### config.mk
export PLATFORM = sky130hd
export DESIGN_NAME = svfs_div
export DESIGN_NICKNAME = d
export VERILOG_FILES = /design/src/state_variable_filter_stereo_unit_defines.svh /design/src/svfs_pkg.sv /design/src/svfs_div.sv
export SDC_FILE = /design/constraint.sdc
export NUM_CORES = 1
export LEC_CHECK = 0
export BUFFER_PORTS_ARGS = -buffer_cell sky130_fd_sc_hd__buf_2
export CORE_MARGIN = 4
export CORE_UTILIZATION = 40
export CTS_CLUSTER_SIZE = 16
export DETAILED_ROUTE_END_ITERATION = 10
export HOLD_SLACK_MARGIN = 0.08
export SETUP_SLACK_MARGIN = 0.1
export SYNTH_ARGS = -nofsm -noshare
export SYNTH_HDL_FRONTEND = slang
export SYNTH_SLANG_ARGS = --single-unit
### constraint.sdc
create_clock -name clock -period 3.33 [get_ports clock]
set_input_delay 0.1665 -clock clock [delete_from_list [all_inputs] [get_ports clock]]
set_output_delay 0.1665 -clock clock [all_outputs]
set_load 0.02 [all_outputs]
### src/state_variable_filter_stereo_unit_defines.svh
`ifndef STATE_VARIABLE_FILTER_STEREO_UNIT_DEFINES_SVH
`define STATE_VARIABLE_FILTER_STEREO_UNIT_DEFINES_SVH
// Same-cycle check on the block clock, masked while in reset.
`define SVFS_ASSERT_NOW(label, ante, cons, msg) \
   label: assert property (@(posedge clock) disable iff (reset) (ante) |-> (cons)) \
      else $error(msg);
// Next-cycle check on the block clock, masked while in reset.
`define SVFS_ASSERT_NEXT(label, ante, cons, msg) \
   label: assert property (@(posedge clock) disable iff (reset) (ante) |=> (cons)) \
      else $error(msg);
`endif

### src/svfs_pkg.sv
`timescale 1ns / 1ps
package svfs_pkg;
   localparam int DW     = 42;   // lane datapath width
   localparam int PW     = 54;   // lane product width
   localparam int OUTP_W = 33;   // filter tap after scaling down
   localparam int NUM_W  = 28;   // coefficient dividend
   localparam int FS_W   = 18;   // sample rate width
   localparam int ADDR_W = 5;

   localparam logic [12:0] F_SCALE    = 13'd6433;
   localparam logic [10:0] Q_BASE     = 11'd1536;
   localparam logic [13:0] CUT_STEP   = 14'd14000;
   localparam logic [10:0] RES_STEP   = 11'd1530;
   localparam logic [9:0]  F_MAX      = 10'd1023;
   localparam logic [18:0] TICK_RECIP = 19'd335545;   // ceil(2^26 / 200)
   localparam int          TICK_SHIFT = 26;

   localparam logic [1:0] MODE_SAMPLE  = 2'd0;
   localparam logic [1:0] MODE_IMPULSE = 2'd1;
   localparam logic [1:0] MODE_CLEAR   = 2'd2;

   localparam logic [1:0] RESP_LOW   = 2'd0;
   localparam logic [1:0] RESP_HIGH  = 2'd1;
   localparam logic [1:0] RESP_BAND  = 2'd2;
   localparam logic [1:0] RESP_NOTCH = 2'd3;

   localparam logic [2:0] REG_VOLUME    = 3'd0;
   localparam logic [2:0] REG_CUTOFF    = 3'd1;
   localparam logic [2:0] REG_RESONANCE = 3'd2;
   localparam logic [2:0] REG_RESPONSE  = 3'd3;
   localparam logic [2:0] REG_SMOOTH    = 3'd4;
   localparam logic [2:0] REG_QUALITY   = 3'd5;
   localparam logic [2:0] REG_WET       = 3'd6;
   localparam logic [2:0] REG_RATE      = 3'd7;

   localparam logic signed [PW-1:0] S16_HI = PW'(32'sd32767);
   localparam logic signed [PW-1:0] S16_LO = PW'(-32'sd32768);
   localparam logic signed [PW-1:0] S32_HI = PW'(64'sd2147483647);
   localparam logic signed [PW-1:0] S32_LO = PW'(-64'sd2147483648);

   typedef enum logic [2:0] {
      T_IDLE, T_TICK, T_DIV, T_FMUL, T_START, T_RUN
   } top_state_type;

   typedef enum logic [4:0] {
      L_IDLE, L_P1, L_LOW1, L_HIGH1, L_P3, L_BAND1, L_P4, L_LOW2, L_HIGH2,
      L_P6, L_BAND2, L_OUT, L_WET, L_MIX, L_FIN, L_BYP, L_BYP2
   } lane_state_type;

   typedef struct packed {
      logic              hq;
      logic [1:0]        rtype;
      logic [9:0]        f;
      logic signed [11:0] q;
      logic [9:0]        wv;
      logic [8:0]        v2;
      logic [8:0]        vol;
      logic              bypass;
      logic              partial;
   } lane_ctl_type;

   typedef struct packed {
      logic              busy;
      logic signed [15:0] res;
   } lane_stat_type;

   // signed divide by 2^sh, rounding toward zero
   function automatic logic signed [PW-1:0] tdiv(input logic signed [PW-1:0] v,
                                                 input int unsigned sh);
      logic signed [PW-1:0] bias;
      bias = v[PW-1] ? $signed((PW'(1) << sh) - PW'(1)) : '0;
      return (v + bias) >>> sh;
   endfunction

   function automatic logic signed [15:0] sat16(input logic signed [PW-1:0] v);
      if (v > S16_HI) return 16'sh7FFF;
      else if (v < S16_LO) return 16'sh8000;
      else return v[15:0];
   endfunction

   function automatic logic signed [31:0] sat32(input logic signed [PW-1:0] v);
      if (v > S32_HI) return 32'sh7FFFFFFF;
      else if (v < S32_LO) return 32'sh80000000;
      else return v[31:0];
   endfunction
endpackage

### src/svfs_div.sv
`timescale 1ns / 1ps
module svfs_div import svfs_pkg::*; (
   input  logic             clock,
   input  logic             reset,
   input  logic             start,
   input  logic [NUM_W-1:0] num,
   input  logic [FS_W-1:0]  den,
   output logic             busy,
   output logic [NUM_W-1:0] quo
);
   localparam int CW = $clog2(NUM_W + 1);

   logic             busy_ff, busy_in;
   logic [CW-1:0]    cnt_ff, cnt_in;
   logic [FS_W-1:0]  rem_ff, rem_in, den_ff, den_in;
   logic [NUM_W-1:0] quo_ff, quo_in;
   logic [FS_W+1:0]  trial;

   // restoring divide, one quotient bit per cycle
   assign trial = {1'b0, rem_ff, quo_ff[NUM_W-1]} - {2'b00, den_ff};

   always_comb begin
      busy_in = busy_ff;
      cnt_in  = cnt_ff;
      rem_in  = rem_ff;
      den_in  = den_ff;
      quo_in  = quo_ff;
      if (start) begin
         busy_in = 1'b1;
         cnt_in  = CW'(NUM_W);
         rem_in  = '0;
         den_in  = den;
         quo_in  = num;
      end else if (busy_ff) begin
         cnt_in = cnt_ff - CW'(1);
         if (cnt_ff == CW'(1)) busy_in = 1'b0;
         if (!trial[FS_W+1]) begin
            rem_in = trial[FS_W-1:0];
            quo_in = {quo_ff[NUM_W-2:0], 1'b1};
         end else begin
            rem_in = {rem_ff[FS_W-2:0], quo_ff[NUM_W-1]};
            quo_in = {quo_ff[NUM_W-2:0], 1'b0};
         end
      end
   end

   always_ff @(posedge clock) begin
      if (reset) begin
         busy_ff <= 1'b0;
         cnt_ff  <= '0;
      end else begin
         busy_ff <= busy_in;
         cnt_ff  <= cnt_in;
      end
      rem_ff <= rem_in;
      den_ff <= den_in;
      quo_ff <= quo_in;
   end

   assign busy = busy_ff;
   assign quo  = quo_ff;
endmodule

==> run_results.csv <==
group,metric,value,unit
global_route,grt_pass1_vias,2745,
min_path,hold-path-cell-count,2,
route,viasPerCell,5.12,
min_path,holdPathEnd,"quo[27]$_DFFE_PP_",
floorplan,die_w,103,um
placement,place_ws,0.735,ns
clock_network,clockRootBuffer,"clkbuf_8",
sta,final.period_utilization,78.3,%
sta,rsz0062_at_grt,"no",
pwr,pwr-share-seq,46.8,%
sta,drv_slew,0,
clock_network,clkSinkCount,70,
placement,hpwl,5.51,mm
layout,nNetsFinal,491,
worst_setup_path,crit_fanout,3,
pwr,ir_drop,252,uV
route,ant_nets,0,
floorplan,core_area,8810,um2
layout,multi_input_area,1630,um2
worst_setup_path,required,3.55,ns
synthesis,ys_async_sr_fraction,0,%
route,drc_errors,0,
synthesis,syn_inst,323,
worst_setup_path,reg2reg_depth,11,
synthesis,synth_seq_cells,70,
floorplan,dieArea,10700,um2
synthesis,ys_warn_count,0,
synthesis,ys.flop_type,"edfxtp_1",
job,cap_viol_max_count,0,
worst_setup_path,worst_setup_path_end_kind,"flop",
outcome,status,"finished clean",
pwr,p_leak,0.00196,uW
worst_setup_path,worstReg2RegStart,"quo[27]$_DFFE_PP_",
floorplan,initial_core_util,41.4,%
synthesis,avgSynthCellArea,11.3,um2
route,drt_first_pass_iters,4,
synthesis,synth_nets,393,
pwr,power.switching,609,uW
min_path,hold_class,"in -> reg",
layout,final.fill_count,820,
layout,syn_to_final_growth,24.9,%
sta,finalCriticalPeriod,2.61,ns
worst_setup_path,r2r_end,"rem_ff[16]$_SDFFE_PP0P_",
clock_network,cts_max_level,3,
floorplan,fp-row-count,34,
clock_network,post_cts_buffers,0,
route,wl_per_cell,14.6,um
worst_setup_path,start_kind,"flop",
pwr,clockPowerShare,34.8,%
synthesis,syn_area,3640,um2
clock_network,cts_made_buffers,9,
sta,fmax,384,MHz
synthesis,ys_seq_area_share,51.1,%
pwr,p_sw_share,27.4,%
global_route,grt_usage,15.6,%
pwr,p_comb_share,18.4,%
route,vias,2736,
floorplan,ioPinCount,78,
sta,slew_headroom,40.9,%
global_route,grt_pass1_wl,13.0,mm
layout,regArea,1860,um2
sta,worst_slack,0.724,ns
clock_network,insertion_delay,0.35,ns
clock_network,cts_tree,"done",
global_route,overflow,0,
layout,final_util,51.7,%
clock_network,cts_resized,0,
pwr,p_int,1620,uW
worst_setup_path,arrival,2.83,ns
sta,max_slew.worst_pin.slew,0.884,ns
clock_network,clockBufferDepth,2,
synthesis,synth_edf_count,46,
sta,finalHoldViolCount,0,
pwr,power_density,489,nW/um2
floorplan,die_h,103,um
layout,drive_above_1_share,30.3,%
placement,gp_congestion,0.880,
sta,fin_skew,0.0157,ns
sta,setup_tns,0,ns
route,wirelength,7.80,mm
placement,port_buffers,77,
route,drt_iter0_drc,119,
worst_setup_path,criticalPathCategory,"reg -> reg",
worst_setup_path,rrSetupSlack,0.72,ns
sta,final-setup-viol-count,0,
clock_network,clk_pin_slew,0.09,ns
min_path,min_from,"num[27]",
global_route,grt_max_degree,62,
synthesis,synth.distinct_cells,42,
global_route,antenna_found_initial,0,
layout,antenna_cells,0,
==> worst max path at each step <==
stage / start / end / slack, ns / cells past startpoint
after floorplan: quo[27]$_DFFE_PP_ / rem_ff[16]$_SDFFE_PP0P_ / 0.90 / 11
after detailed placement: quo[27]$_DFFE_PP_ / rem_ff[16]$_SDFFE_PP0P_ / 0.74 / 11
after global routing: quo[27]$_DFFE_PP_ / rem_ff[16]$_SDFFE_PP0P_ / 0.42 / 11
after global placement: quo[27]$_DFFE_PP_ / rem_ff[16]$_SDFFE_PP0P_ / 0.83 / 11
after CTS: quo[27]$_DFFE_PP_ / rem_ff[16]$_SDFFE_PP0P_ / 0.70 / 11
final: quo[27]$_DFFE_PP_ / rem_ff[16]$_SDFFE_PP0P_ / 0.72 / 11
==> flip-flops by register name (all words and copies together), names as in the netlist <==
signal,count
den_ff,18
cnt_ff,5
quo,28
busy,1
rem_ff,18
==> stage by stage <==
stage | power, uW | hold WS (ns) | area (um2) | std cells
after global routing | 2340 | 0.0910 | 4550 | 534
after global placement | 1450 | 0.344 | 4140 | 499
after CTS | 2260 | 0.0958 | 4550 | 534
after floorplan | 1330 | 0.239 | 3640 | 323
final | 2230 | 0.119 | 4550 | 534
after detailed placement | 1450 | 0.345 | 4140 | 499
==> synth_stat cells, types with 2 or more instances <==
master,number,area share (%)
a211oi_1,10,2.1
a21o_1,2,0.41
a21oi_1,19,2.6
a311o_1,2,0.55
a32oi_1,4,0.96
buf_1,2,0.21
clkbuf_1,9,0.93
dfxtp_1,24,13
edfxtp_1,46,38
ha_1,20,6.9
inv_1,25,2.6
mux2_2,28,8.7
mux2i_1,12,3.3
nand2_1,19,2.0
nand2b_1,6,1.0
nand3_1,4,0.55
nand4_1,2,0.34
nor2_1,23,2.4
nor2b_1,2,0.34
nor3_1,3,0.41
o211ai_1,3,0.62
o21a_1,3,0.62
o21ai_0,18,2.5
o21ai_1,2,0.27
xnor2_1,12,2.9
xor2_1,7,1.7
==> logic make-up after synthesis <==
group / count (synthesis) / synth area share (%)
AO/OA/AOI/OAI: 73 / 13.1
flip-flops: 70 / 51.1
AND/OR/NAND/NOR: 62 / 7.69
multiplexers: 40 / 11.9
buffers and inverters: 38 / 4.22
adder cells (fa/ha/maj): 21 / 7.42
XOR/XNOR: 19 / 4.57
==> metal layers <==
layer | part of all wire, % | up-vias | global-route usage [%]
li1 | - | 1379 | -
met1 | 46 | 1268 | 20.2
met2 | 44 | 84 | 24.1
met3 | 8.3 | 5 | 6.04
met4 | 0.78 | 0 | 4.78
met5 | 0 | - | 0
==> cell usage in the layout, fill, tap and decap left out, types with 2 or more instances in the layout <==
| master | instances |
|---|---|
| a211oi_1 | 10 |
| a21o_1 | 2 |
| a21oi_1 | 19 |
| a311o_1 | 2 |
| a32oi_1 | 4 |
| buf_2 | 77 |
| buf_4 | 4 |
| bufinv_16 | 2 |
| clkbuf_8 | 9 |
| dfxtp_1 | 24 |
| dlygate4sd3_1 | 19 |
| edfxtp_1 | 46 |
| ha_1 | 20 |
| inv_1 | 25 |
| inv_6 | 3 |
| mux2_2 | 28 |
| mux2i_1 | 12 |
| nand2_1 | 19 |
| nand2b_1 | 6 |
| nand3_1 | 4 |
| nand4_1 | 2 |
| nor2_1 | 23 |
| nor2b_1 | 2 |
| nor3_1 | 3 |
| o211ai_1 | 3 |
| o21a_1 | 3 |
| o21ai_0 | 18 |
| o21ai_1 | 2 |
| xnor2_1 | 12 |
| xor2_1 | 7 |
==> final cells by class <==
type | count | share of cell area (%)
sequential | 70 | 40.9
inverter | 25 | 2.06
tap | 108 | 2.97
multi-input combinational | 215 | 35.8
clock buffer | 9 | 2.72
clock inverter | 7 | 2.25
timing repair buffer | 100 | 13.3
==> repair_timing <==
item,CTS,global route
endpoints found under the setup margin,0,0
hold buffers,19,0
endpoints found under the hold margin,24,0
==> worst max-delay path: stages, from the launching register on <==
cell and delay (ns):
edfxtp_1 0.40, inv_1 0.08, ha_1 0.16, inv_1 0.05, fa_1 0.42, a211oi_1 0.30
o21a_1 0.21, o21ai_0 0.12, a41oi_1 0.31, o21ai_0 0.17, xnor2_1 0.17, o21ai_0 0.10
==> power groups by stage <==
stage / logic [uW] / clock network [uW] / registers [uW]
after floorplan: 227 / 0 / 1100
after global placement: 390 / 0 / 1060
after detailed placement: 393 / 0 / 1060
after CTS: 411 / 804 / 1040
after global routing: 452 / 840 / 1050
final: 409 / 776 / 1040
Note: power is estimated with default switching activity, not from simulation.
