<file path="src/state_variable_filter_stereo_unit_defines.svh">
`ifndef STATE_VARIABLE_FILTER_STEREO_UNIT_DEFINES_SVH
`define STATE_VARIABLE_FILTER_STEREO_UNIT_DEFINES_SVH
// Same-cycle check on the block clock, masked while in reset.
`define SVFS_ASSERT_NOW(label, ante, cons, msg) \
   label: assert property (@(posedge clock) disable iff (reset) (ante) |-> (cons)) \
      else $error(msg);
// Next-cycle check on the block clock, masked while in reset.
`define SVFS_ASSERT_NEXT(label, ante, cons, msg) \
   label: assert property (@(posedge clock) disable iff (reset) (ante) |=> (cons)) \
      else $error(msg);
`endif

</file>
<file path="src/svfs_pkg.sv">
`timescale 1ns / 1ps
package svfs_pkg;
   localparam int DW     = 42;   // lane datapath width
   localparam int PW     = 54;   // lane product width
   localparam int OUTP_W = 33;   // filter tap after scaling down
   localparam int NUM_W  = 28;   // coefficient dividend
   localparam int FS_W   = 18;   // sample rate width
   localparam int ADDR_W = 5;

   localparam logic [12:0] F_SCALE    = 13'd6433;
   localparam logic [10:0] Q_BASE     = 11'd1536;
   localparam logic [13:0] CUT_STEP   = 14'd14000;
   localparam logic [10:0] RES_STEP   = 11'd1530;
   localparam logic [9:0]  F_MAX      = 10'd1023;
   localparam logic [18:0] TICK_RECIP = 19'd335545;   // ceil(2^26 / 200)
   localparam int          TICK_SHIFT = 26;

   localparam logic [1:0] MODE_SAMPLE  = 2'd0;
   localparam logic [1:0] MODE_IMPULSE = 2'd1;
   localparam logic [1:0] MODE_CLEAR   = 2'd2;

   localparam logic [1:0] RESP_LOW   = 2'd0;
   localparam logic [1:0] RESP_HIGH  = 2'd1;
   localparam logic [1:0] RESP_BAND  = 2'd2;
   localparam logic [1:0] RESP_NOTCH = 2'd3;

   localparam logic [2:0] REG_VOLUME    = 3'd0;
   localparam logic [2:0] REG_CUTOFF    = 3'd1;
   localparam logic [2:0] REG_RESONANCE = 3'd2;
   localparam logic [2:0] REG_RESPONSE  = 3'd3;
   localparam logic [2:0] REG_SMOOTH    = 3'd4;
   localparam logic [2:0] REG_QUALITY   = 3'd5;
   localparam logic [2:0] REG_WET       = 3'd6;
   localparam logic [2:0] REG_RATE      = 3'd7;

   localparam logic signed [PW-1:0] S16_HI = PW'(32'sd32767);
   localparam logic signed [PW-1:0] S16_LO = PW'(-32'sd32768);
   localparam logic signed [PW-1:0] S32_HI = PW'(64'sd2147483647);
   localparam logic signed [PW-1:0] S32_LO = PW'(-64'sd2147483648);

   typedef enum logic [2:0] {
      T_IDLE, T_TICK, T_DIV, T_FMUL, T_START, T_RUN
   } top_state_type;

   typedef enum logic [4:0] {
      L_IDLE, L_P1, L_LOW1, L_HIGH1, L_P3, L_BAND1, L_P4, L_LOW2, L_HIGH2,
      L_P6, L_BAND2, L_OUT, L_WET, L_MIX, L_FIN, L_BYP, L_BYP2
   } lane_state_type;

   typedef struct packed {
      logic              hq;
      logic [1:0]        rtype;
      logic [9:0]        f;
      logic signed [11:0] q;
      logic [9:0]        wv;
      logic [8:0]        v2;
      logic [8:0]        vol;
      logic              bypass;
      logic              partial;
   } lane_ctl_type;

   typedef struct packed {
      logic              busy;
      logic signed [15:0] res;
   } lane_stat_type;

   // signed divide by 2^sh, rounding toward zero
   function automatic logic signed [PW-1:0] tdiv(input logic signed [PW-1:0] v,
                                                 input int unsigned sh);
      logic signed [PW-1:0] bias;
      bias = v[PW-1] ? $signed((PW'(1) << sh) - PW'(1)) : '0;
      return (v + bias) >>> sh;
   endfunction

   function automatic logic signed [15:0] sat16(input logic signed [PW-1:0] v);
      if (v > S16_HI) return 16'sh7FFF;
      else if (v < S16_LO) return 16'sh8000;
      else return v[15:0];
   endfunction

   function automatic logic signed [31:0] sat32(input logic signed [PW-1:0] v);
      if (v > S32_HI) return 32'sh7FFFFFFF;
      else if (v < S32_LO) return 32'sh80000000;
      else return v[31:0];
   endfunction
endpackage

</file>
<file path="src/svfs_lane.sv">
`timescale 1ns / 1ps
module svfs_lane import svfs_pkg::*; (
   input  logic              clock,
   input  logic              reset,
   input  logic              start,
   input  logic              clear,
   input  lane_ctl_type      ctl,
   input  logic signed [15:0] x,
   output lane_stat_type     stat
);
   lane_state_type state_ff, state_in;
   lane_ctl_type   ctl_ff, ctl_in;
   logic signed [15:0]     x_ff, x_in, res_ff, res_in;
   logic signed [31:0]     d1_ff, d1_in, d2_ff, d2_in, d3_ff, d3_in;
   logic signed [DW-1:0]   low_ff, low_in, high_ff, high_in, band_ff, band_in;
   logic signed [DW-1:0]   s_low_ff, s_low_in, s_high_ff, s_high_in, s_band_ff, s_band_in;
   logic signed [OUTP_W-1:0] outp_ff, outp_in;
   logic signed [PW-1:0]   prod_ff, prod_in, sel_num, d3_new;
   logic signed [11:0]     mul_a;
   logic signed [DW-1:0]   mul_b, d1e, d2e, d3e, xs, dq;
   logic signed [11:0]     f_s;

   assign d1e = DW'(d1_ff);
   assign d2e = DW'(d2_ff);
   assign d3e = DW'(d3_ff);
   assign xs  = DW'(x_ff) <<< 5;
   assign dq  = DW'(tdiv(prod_ff, 10));
   assign f_s = $signed({2'b00, ctl_ff.f});
   assign prod_in = mul_a * mul_b;

   // next state
   always_comb begin
      state_in = state_ff;
      unique case (state_ff)
         L_IDLE:  if (start) state_in = ctl.bypass ? L_BYP : L_P1;
         L_P1:    state_in = L_LOW1;
         L_LOW1:  state_in = L_HIGH1;
         L_HIGH1: state_in = L_P3;
         L_P3:    state_in = L_BAND1;
         L_BAND1: state_in = ctl_ff.hq ? L_P4 : L_OUT;
         L_P4:    state_in = L_LOW2;
         L_LOW2:  state_in = L_HIGH2;
         L_HIGH2: state_in = L_P6;
         L_P6:    state_in = L_BAND2;
         L_BAND2: state_in = L_OUT;
         L_OUT:   state_in = L_WET;
         L_WET:   state_in = L_MIX;
         L_MIX:   state_in = ctl_ff.partial ? L_FIN : L_IDLE;
         L_FIN:   state_in = L_IDLE;
         L_BYP:   state_in = L_BYP2;
         L_BYP2:  state_in = L_IDLE;
         default: state_in = L_IDLE;
      endcase
   end

   // datapath
   always_comb begin
      ctl_in = ctl_ff;  x_in = x_ff;  res_in = res_ff;
      d1_in = d1_ff;  d2_in = d2_ff;  d3_in = d3_ff;
      low_in = low_ff;  high_in = high_ff;  band_in = band_ff;
      s_low_in = s_low_ff;  s_high_in = s_high_ff;  s_band_in = s_band_ff;
      outp_in = outp_ff;
      mul_a = '0;  mul_b = '0;
      sel_num = '0;  d3_new = PW'(d3_ff);
      unique case (state_ff)
         L_IDLE: begin
            if (start) begin
               ctl_in = ctl;
               x_in   = x;
            end
            if (clear) begin
               d1_in = '0;  d2_in = '0;  d3_in = '0;
            end
         end
         L_P1: begin
            mul_a = f_s;  mul_b = d1e;
         end
         L_LOW1: begin
            low_in = d2e + dq;
            mul_a = ctl_ff.q;  mul_b = d1e;
         end
         L_HIGH1: high_in = xs - low_ff - dq;
         L_P3: begin
            mul_a = f_s;  mul_b = high_ff;
         end
         L_BAND1: band_in = dq + d1e;
         L_P4: begin
            mul_a = f_s;  mul_b = band_ff;
            s_low_in = low_ff;  s_high_in = high_ff;  s_band_in = band_ff;
         end
         L_LOW2: begin
            low_in = low_ff + dq;
            mul_a = ctl_ff.q;  mul_b = band_ff;
         end
         L_HIGH2: high_in = xs - low_ff - dq;
         L_P6: begin
            mul_a = f_s;  mul_b = high_ff;
         end
         L_BAND2: band_in = dq + band_ff;
         L_OUT: begin
            // HQ averages the stored tap with the first-pass tap
            unique case (ctl_ff.rtype)
               RESP_LOW:  sel_num = ctl_ff.hq ? PW'(d2e) + PW'(s_low_ff) : PW'(low_ff);
               RESP_HIGH: sel_num = ctl_ff.hq ? PW'(d3e) + PW'(s_high_ff) : PW'(high_ff);
               RESP_BAND: sel_num = ctl_ff.hq ? PW'(d1e) + PW'(s_band_ff) : PW'(band_ff);
               RESP_NOTCH: sel_num = ctl_ff.hq
                  ? PW'(d3e) + PW'(s_high_ff) + PW'(s_low_ff)
                  : PW'(high_ff) + PW'(low_ff);
               default: sel_num = '0;
            endcase
            if (ctl_ff.hq && ctl_ff.rtype == RESP_HIGH) d3_new = PW'(high_ff);
            else if (ctl_ff.hq && ctl_ff.rtype == RESP_NOTCH)
               d3_new = PW'(high_ff) + PW'(low_ff);
            outp_in = OUTP_W'(tdiv(sel_num, ctl_ff.hq ? 6 : 5));
            d1_in = sat32(PW'(band_ff));
            d2_in = sat32(PW'(low_ff));
            d3_in = sat32(d3_new);
         end
         L_WET: begin
            mul_a = $signed({2'b00, ctl_ff.wv});  mul_b = DW'(outp_ff);
         end
         L_MIX: begin
            res_in = sat16(tdiv(prod_ff, 8));
            mul_a = $signed({3'b000, ctl_ff.v2});  mul_b = DW'(x_ff);
         end
         L_FIN: res_in = sat16(PW'(res_ff) + tdiv(prod_ff, 8));
         L_BYP: begin
            mul_a = $signed({3'b000, ctl_ff.vol});  mul_b = DW'(x_ff);
         end
         L_BYP2: res_in = sat16(tdiv(prod_ff, 8));
         default: ;
      endcase
   end

   always_ff @(posedge clock) begin
      if (reset) begin
         state_ff <= L_IDLE;
         d1_ff <= '0;  d2_ff <= '0;  d3_ff <= '0;
      end else begin
         state_ff <= state_in;
         d1_ff <= d1_in;  d2_ff <= d2_in;  d3_ff <= d3_in;
      end
      ctl_ff <= ctl_in;  x_ff <= x_in;  res_ff <= res_in;
      low_ff <= low_in;  high_ff <= high_in;  band_ff <= band_in;
      s_low_ff <= s_low_in;  s_high_ff <= s_high_in;  s_band_ff <= s_band_in;
      outp_ff <= outp_in;  prod_ff <= prod_in;
   end

   // status
   always_comb begin
      stat.busy = (state_ff != L_IDLE);
      stat.res  = res_ff;
   end
endmodule

</file>
<file path="config.mk">
export PLATFORM = sky130hd
export DESIGN_NAME = svfs_lane
export DESIGN_NICKNAME = d
export VERILOG_FILES = /design/src/state_variable_filter_stereo_unit_defines.svh /design/src/svfs_pkg.sv /design/src/svfs_lane.sv
export SDC_FILE = /design/constraint.sdc
export NUM_CORES = 2
export LEC_CHECK = 0
export BUFFER_PORTS_ARGS = -buffer_cell sky130_fd_sc_hd__buf_4
export CAP_MARGIN = 20
export CORE_ASPECT_RATIO = 0.8
export CORE_MARGIN = 2
export CORE_UTILIZATION = 45
export CTS_BUF_LIST = sky130_fd_sc_hd__clkbuf_4 sky130_fd_sc_hd__clkbuf_8
export CTS_CLUSTER_SIZE = 20
export DETAILED_ROUTE_END_ITERATION = 10
export PLACE_DENSITY = 0.61
export SETUP_SLACK_MARGIN = 0.1
export SYNTH_ARGS = -nofsm -noshare
export SYNTH_HDL_FRONTEND = slang
export SYNTH_SLANG_ARGS = --single-unit
</file>
<file path="constraint.sdc">
create_clock -name clock -period 10.3 [get_ports clock]
set_input_delay 1.545 -clock clock [delete_from_list [all_inputs] [get_ports clock]]
set_output_delay 1.545 -clock clock [all_outputs]
set_load 0.05 [all_outputs]
</file>
==> summary.txt <==
Critical path
  • Crit start category: flip-flop
  • Max FO, Critical Path: 9
  • CP Data Required Time: 10.90 ns
  • WS Path Type: flip-flop to flip-flop
  • Arrival time at the worst endpoint: between 10 and 15 ns
  • Crit-path max cell delay: 0.72 ns
  • Critical path endpoint category: flip-flop
  • Slowest-stage cell, CP: nor4_4

Synth
  • Synthesized cell area: 61720 sq um
  • Seq cells post-synth: around 530
  • Syn_nets: 8311
  • Sequential fraction of the synthesis area: 0.2308
  • Synth async-reset ratio: 0
  • Synth Instances: 7244
  • EDFF count, synth: 371
  • Yosys warning total: 0
  • Syn_area_per_cell: about 8.5 sq um
  • Yosys cell types: 106
  • Synth Flop Type: edfxtp_1

Route
  • Routed vias/inst: 6.105
  • DR iter-0 viols: 6193
  • Via count: 55810
  • Final wirelength: 229300 microns
  • Detail Route Antenna Nets: 0
  • Post-route DRC: 0
  • Wirelength per Cell: 25.08 microns
  • Initial DRT Pass Iterations: 9

STA
  • Min cycle time layout: ~9.8 ns
  • Max Fclk: 0.1023 GHz
  • Relative slew slack: 0.1640
  • RSZ-0062 raised after global routing: false
  • Fin Clk Skew: between 0.08 and 0.09 ns
  • Slew Viols, Final: 0
  • Worst-Margin Slew: 1.254 ns
  • Tcrit/Tclk final: 0.9492
  • Final Hold Fails: 0
  • Final WS setup: approximately 0.52 ns
  • Setup tns final: 0 ns
  • Endpoints failing setup: 0

Layout
  • Layout cells sized above 1: 0.06994
  • Fillers: around 13000
  • Most common cell after layout, fill and taps aside: nand2_1
  • Fin cells: 9142
  • Commonest cells after routing, fill and taps aside: 942 x nand2_1, 682 x inv_1, 662 x nor2_1
  • Area grow syn2layout: 8.674%
  • Final nets: 8328

Power and ir drop
  • Cell Pwr Density: around 290 nW/um^2
  • Power Total: 19250 uW
  • Static Leak: 0.02973 uW
  • Max VDD drop: 192.0 uV

Clocking
  • Clk root buf: clkbuf_8
  • # Post-CTS Setup Buffers: 0
  • Num CTS Buffers: 100
  • Worst skew pair latency: 0.88 ns
  • Clk slew on worst S/H paths: 0.06 ns
  • Post_cts resized: 0
  • CTS tree: built
  • Clock tree sinks: 526
  • H-tree depth: 3
  • CTS Buffer Depth: 3
  • Post-CTS Hold Fix Bufs: 0

Place
  • Pre-CTS setup slack: 0.8108 ns
  • Port buffer count: 91
  • GPL Wtd Cong: 1.027
  • DP HPWL: 181300 microns
  • Placed Cells: just under 9000

Floorplan
  • Ports: just over 90
  • Die area: between 100000 and 150000 sq um
  • Initial core utilization: 0.4535
  • Width of the chip: approximately 420 microns
  • Die H: between 300 and 400 microns
  • Row cnt: about 120
  • Core ar.: 136100 sq um

Flow run
  • Max_cap viols: 0

Hold path
  • Worst Hold Class: flip-flop to flip-flop

Outcome
  • Outcome: finished, final reports clean

GRT
  • GRT overflow: 0
  • Gr usage total: 0.3226
  • Vias in the first global route: 52620
  • First-pass GRT wire length: 341300 microns
  • Largest net degree at the start of global routing: approximately 100
  • Initial antenna violation count: 6
cell usage after synthesis (18+ instances only):
cell type | number | share of area
nand2_1 | 942 | 0.057
inv_1 | 682 | 0.041
nor2_1 | 666 | 0.041
a21oi_1 | 629 | 0.051
ha_1 | 509 | 0.10
fa_1 | 483 | 0.16
edfxtp_1 | 371 | 0.18
xnor2_1 | 318 | 0.045
clkbuf_1 | 229 | 0.014
o21ai_0 | 218 | 0.018
a21o_1 | 205 | 0.025
xor2_1 | 169 | 0.024
dfxtp_1 | 155 | 0.050
nand3_1 | 130 | 0.011
nor3_1 | 105 | 0.0085
nand4_1 | 102 | 0.010
o21a_1 | 85 | 0.010
o21ai_1 | 75 | 0.0061
a211oi_1 | 71 | 0.0086
o21bai_1 | 68 | 0.0083
and3_1 | 64 | 0.0065
nand2b_1 | 59 | 0.0060
nor2b_1 | 55 | 0.0056
mux2i_1 | 53 | 0.0086
a31oi_1 | 52 | 0.0053
mux2_2 | 42 | 0.0077
a22oi_1 | 41 | 0.0050
o211ai_1 | 41 | 0.0050
and2_1 | 39 | 0.0040
nor4_1 | 35 | 0.0035
and4_1 | 30 | 0.0043
o31ai_1 | 30 | 0.0036
or3_1 | 30 | 0.0030
a221oi_1 | 29 | 0.0041
buf_2 | 29 | 0.0024
o22ai_1 | 26 | 0.0026
buf_1 | 25 | 0.0015
or2_2 | 23 | 0.0023
o22a_1 | 21 | 0.0030
a211o_1 | 19 | 0.0027
a221o_1 | 18 | 0.0029
cell type report:
cell class	count	area, sq um	share of cell area
Multi-Input combinational cell	5748	44080	0.6572
Inverter	686	2575	0.03839
Antenna cell	10	25.02	0.0003731
Clock buffer	136	1765	0.02632
Tap cell	1783	2231	0.03326
Timing Repair Buffer	199	1555	0.02319
Sequential cell	526	14240	0.2124
Clock inverter	54	595.6	0.008879
sequential cells by signal, indices dropped and copies added (netlist names), 16 cells and up:
name / flops
ctl_ff: 54
s_band_ff: 42
d1_ff: 32
low_ff: 42
band_ff: 42
x_ff: 16
outp_ff: 33
res_ff: 16
prod_ff: 54
s_low_ff: 42
d2_ff: 32
d3_ff: 32
s_high_ff: 42
high_ff: 42
final timing paths:
check	depth (start not counted)	slack [ns]	end	startpoint
hold / removal	2	0.46	d3_ff[23]	d3_ff[23]
setup / recovery	28	0.52	outp_ff[25]	s_high_ff[13]
setup reg to reg	28	0.52	outp_ff[25]	s_high_ff[13]
hold reg to reg	2	0.46	d3_ff[23]	d3_ff[23]
logic make-up after synthesis:
kind of cell               synth area share
buffers and inverters               0.05970
and+or+nand+nor                      0.1712
xor gates and xnor gates            0.06911
DFF                                  0.2308
muxes                               0.01808
AOI/OAI and AO/OA                    0.1913
adders and majority gates            0.2598
routing by layer:
layer / routed length (microns) / GRT usage
met3: 24110 / 0.08692
met5: 0 / 0
met1: 103000 / 0.4697
met2: 94630 / 0.4653
met4: 7575 / 0.09248
stage by stage:
| stage | hold slack, ns | area, sq um | utilization |
|---|---|---|---|
| 6_report | 0.4598 | 67070 | 0.4928 |
| 5_1_grt | 0.4889 | 67060 | 0.4927 |
| 4_1_cts | 0.4613 | 66940 | 0.4919 |
| 3_5_place_dp | 0.4522 | 64580 | 0.4745 |
| 3_3_place_gp | 0.4458 | 64580 | 0.4745 |
| 2_1_floorplan | 0.4362 | 61720 | - |
worst max-delay path: cells and delay by family, from the launching register on:
kind,cells,cell delay (ns)
DFF,1,0.36
adders and majority gates,3,1.18
muxes,1,0.28
xor gates and xnor gates,2,0.35
and+or+nand+nor,7,2.37
AOI/OAI and AO/OA,15,4.98
power by group:
part / switching, uW / leakage (uW) / total (uW) / internal (uW)
Combinational: 8240 / 0.0239 / 12800 / 4530
Clock: 1130 / 0.00122 / 2550 / 1420
Sequential: 860 / 0.00465 / 3920 / 3060
No activity file was read; power rests on OpenSTA's default activity.
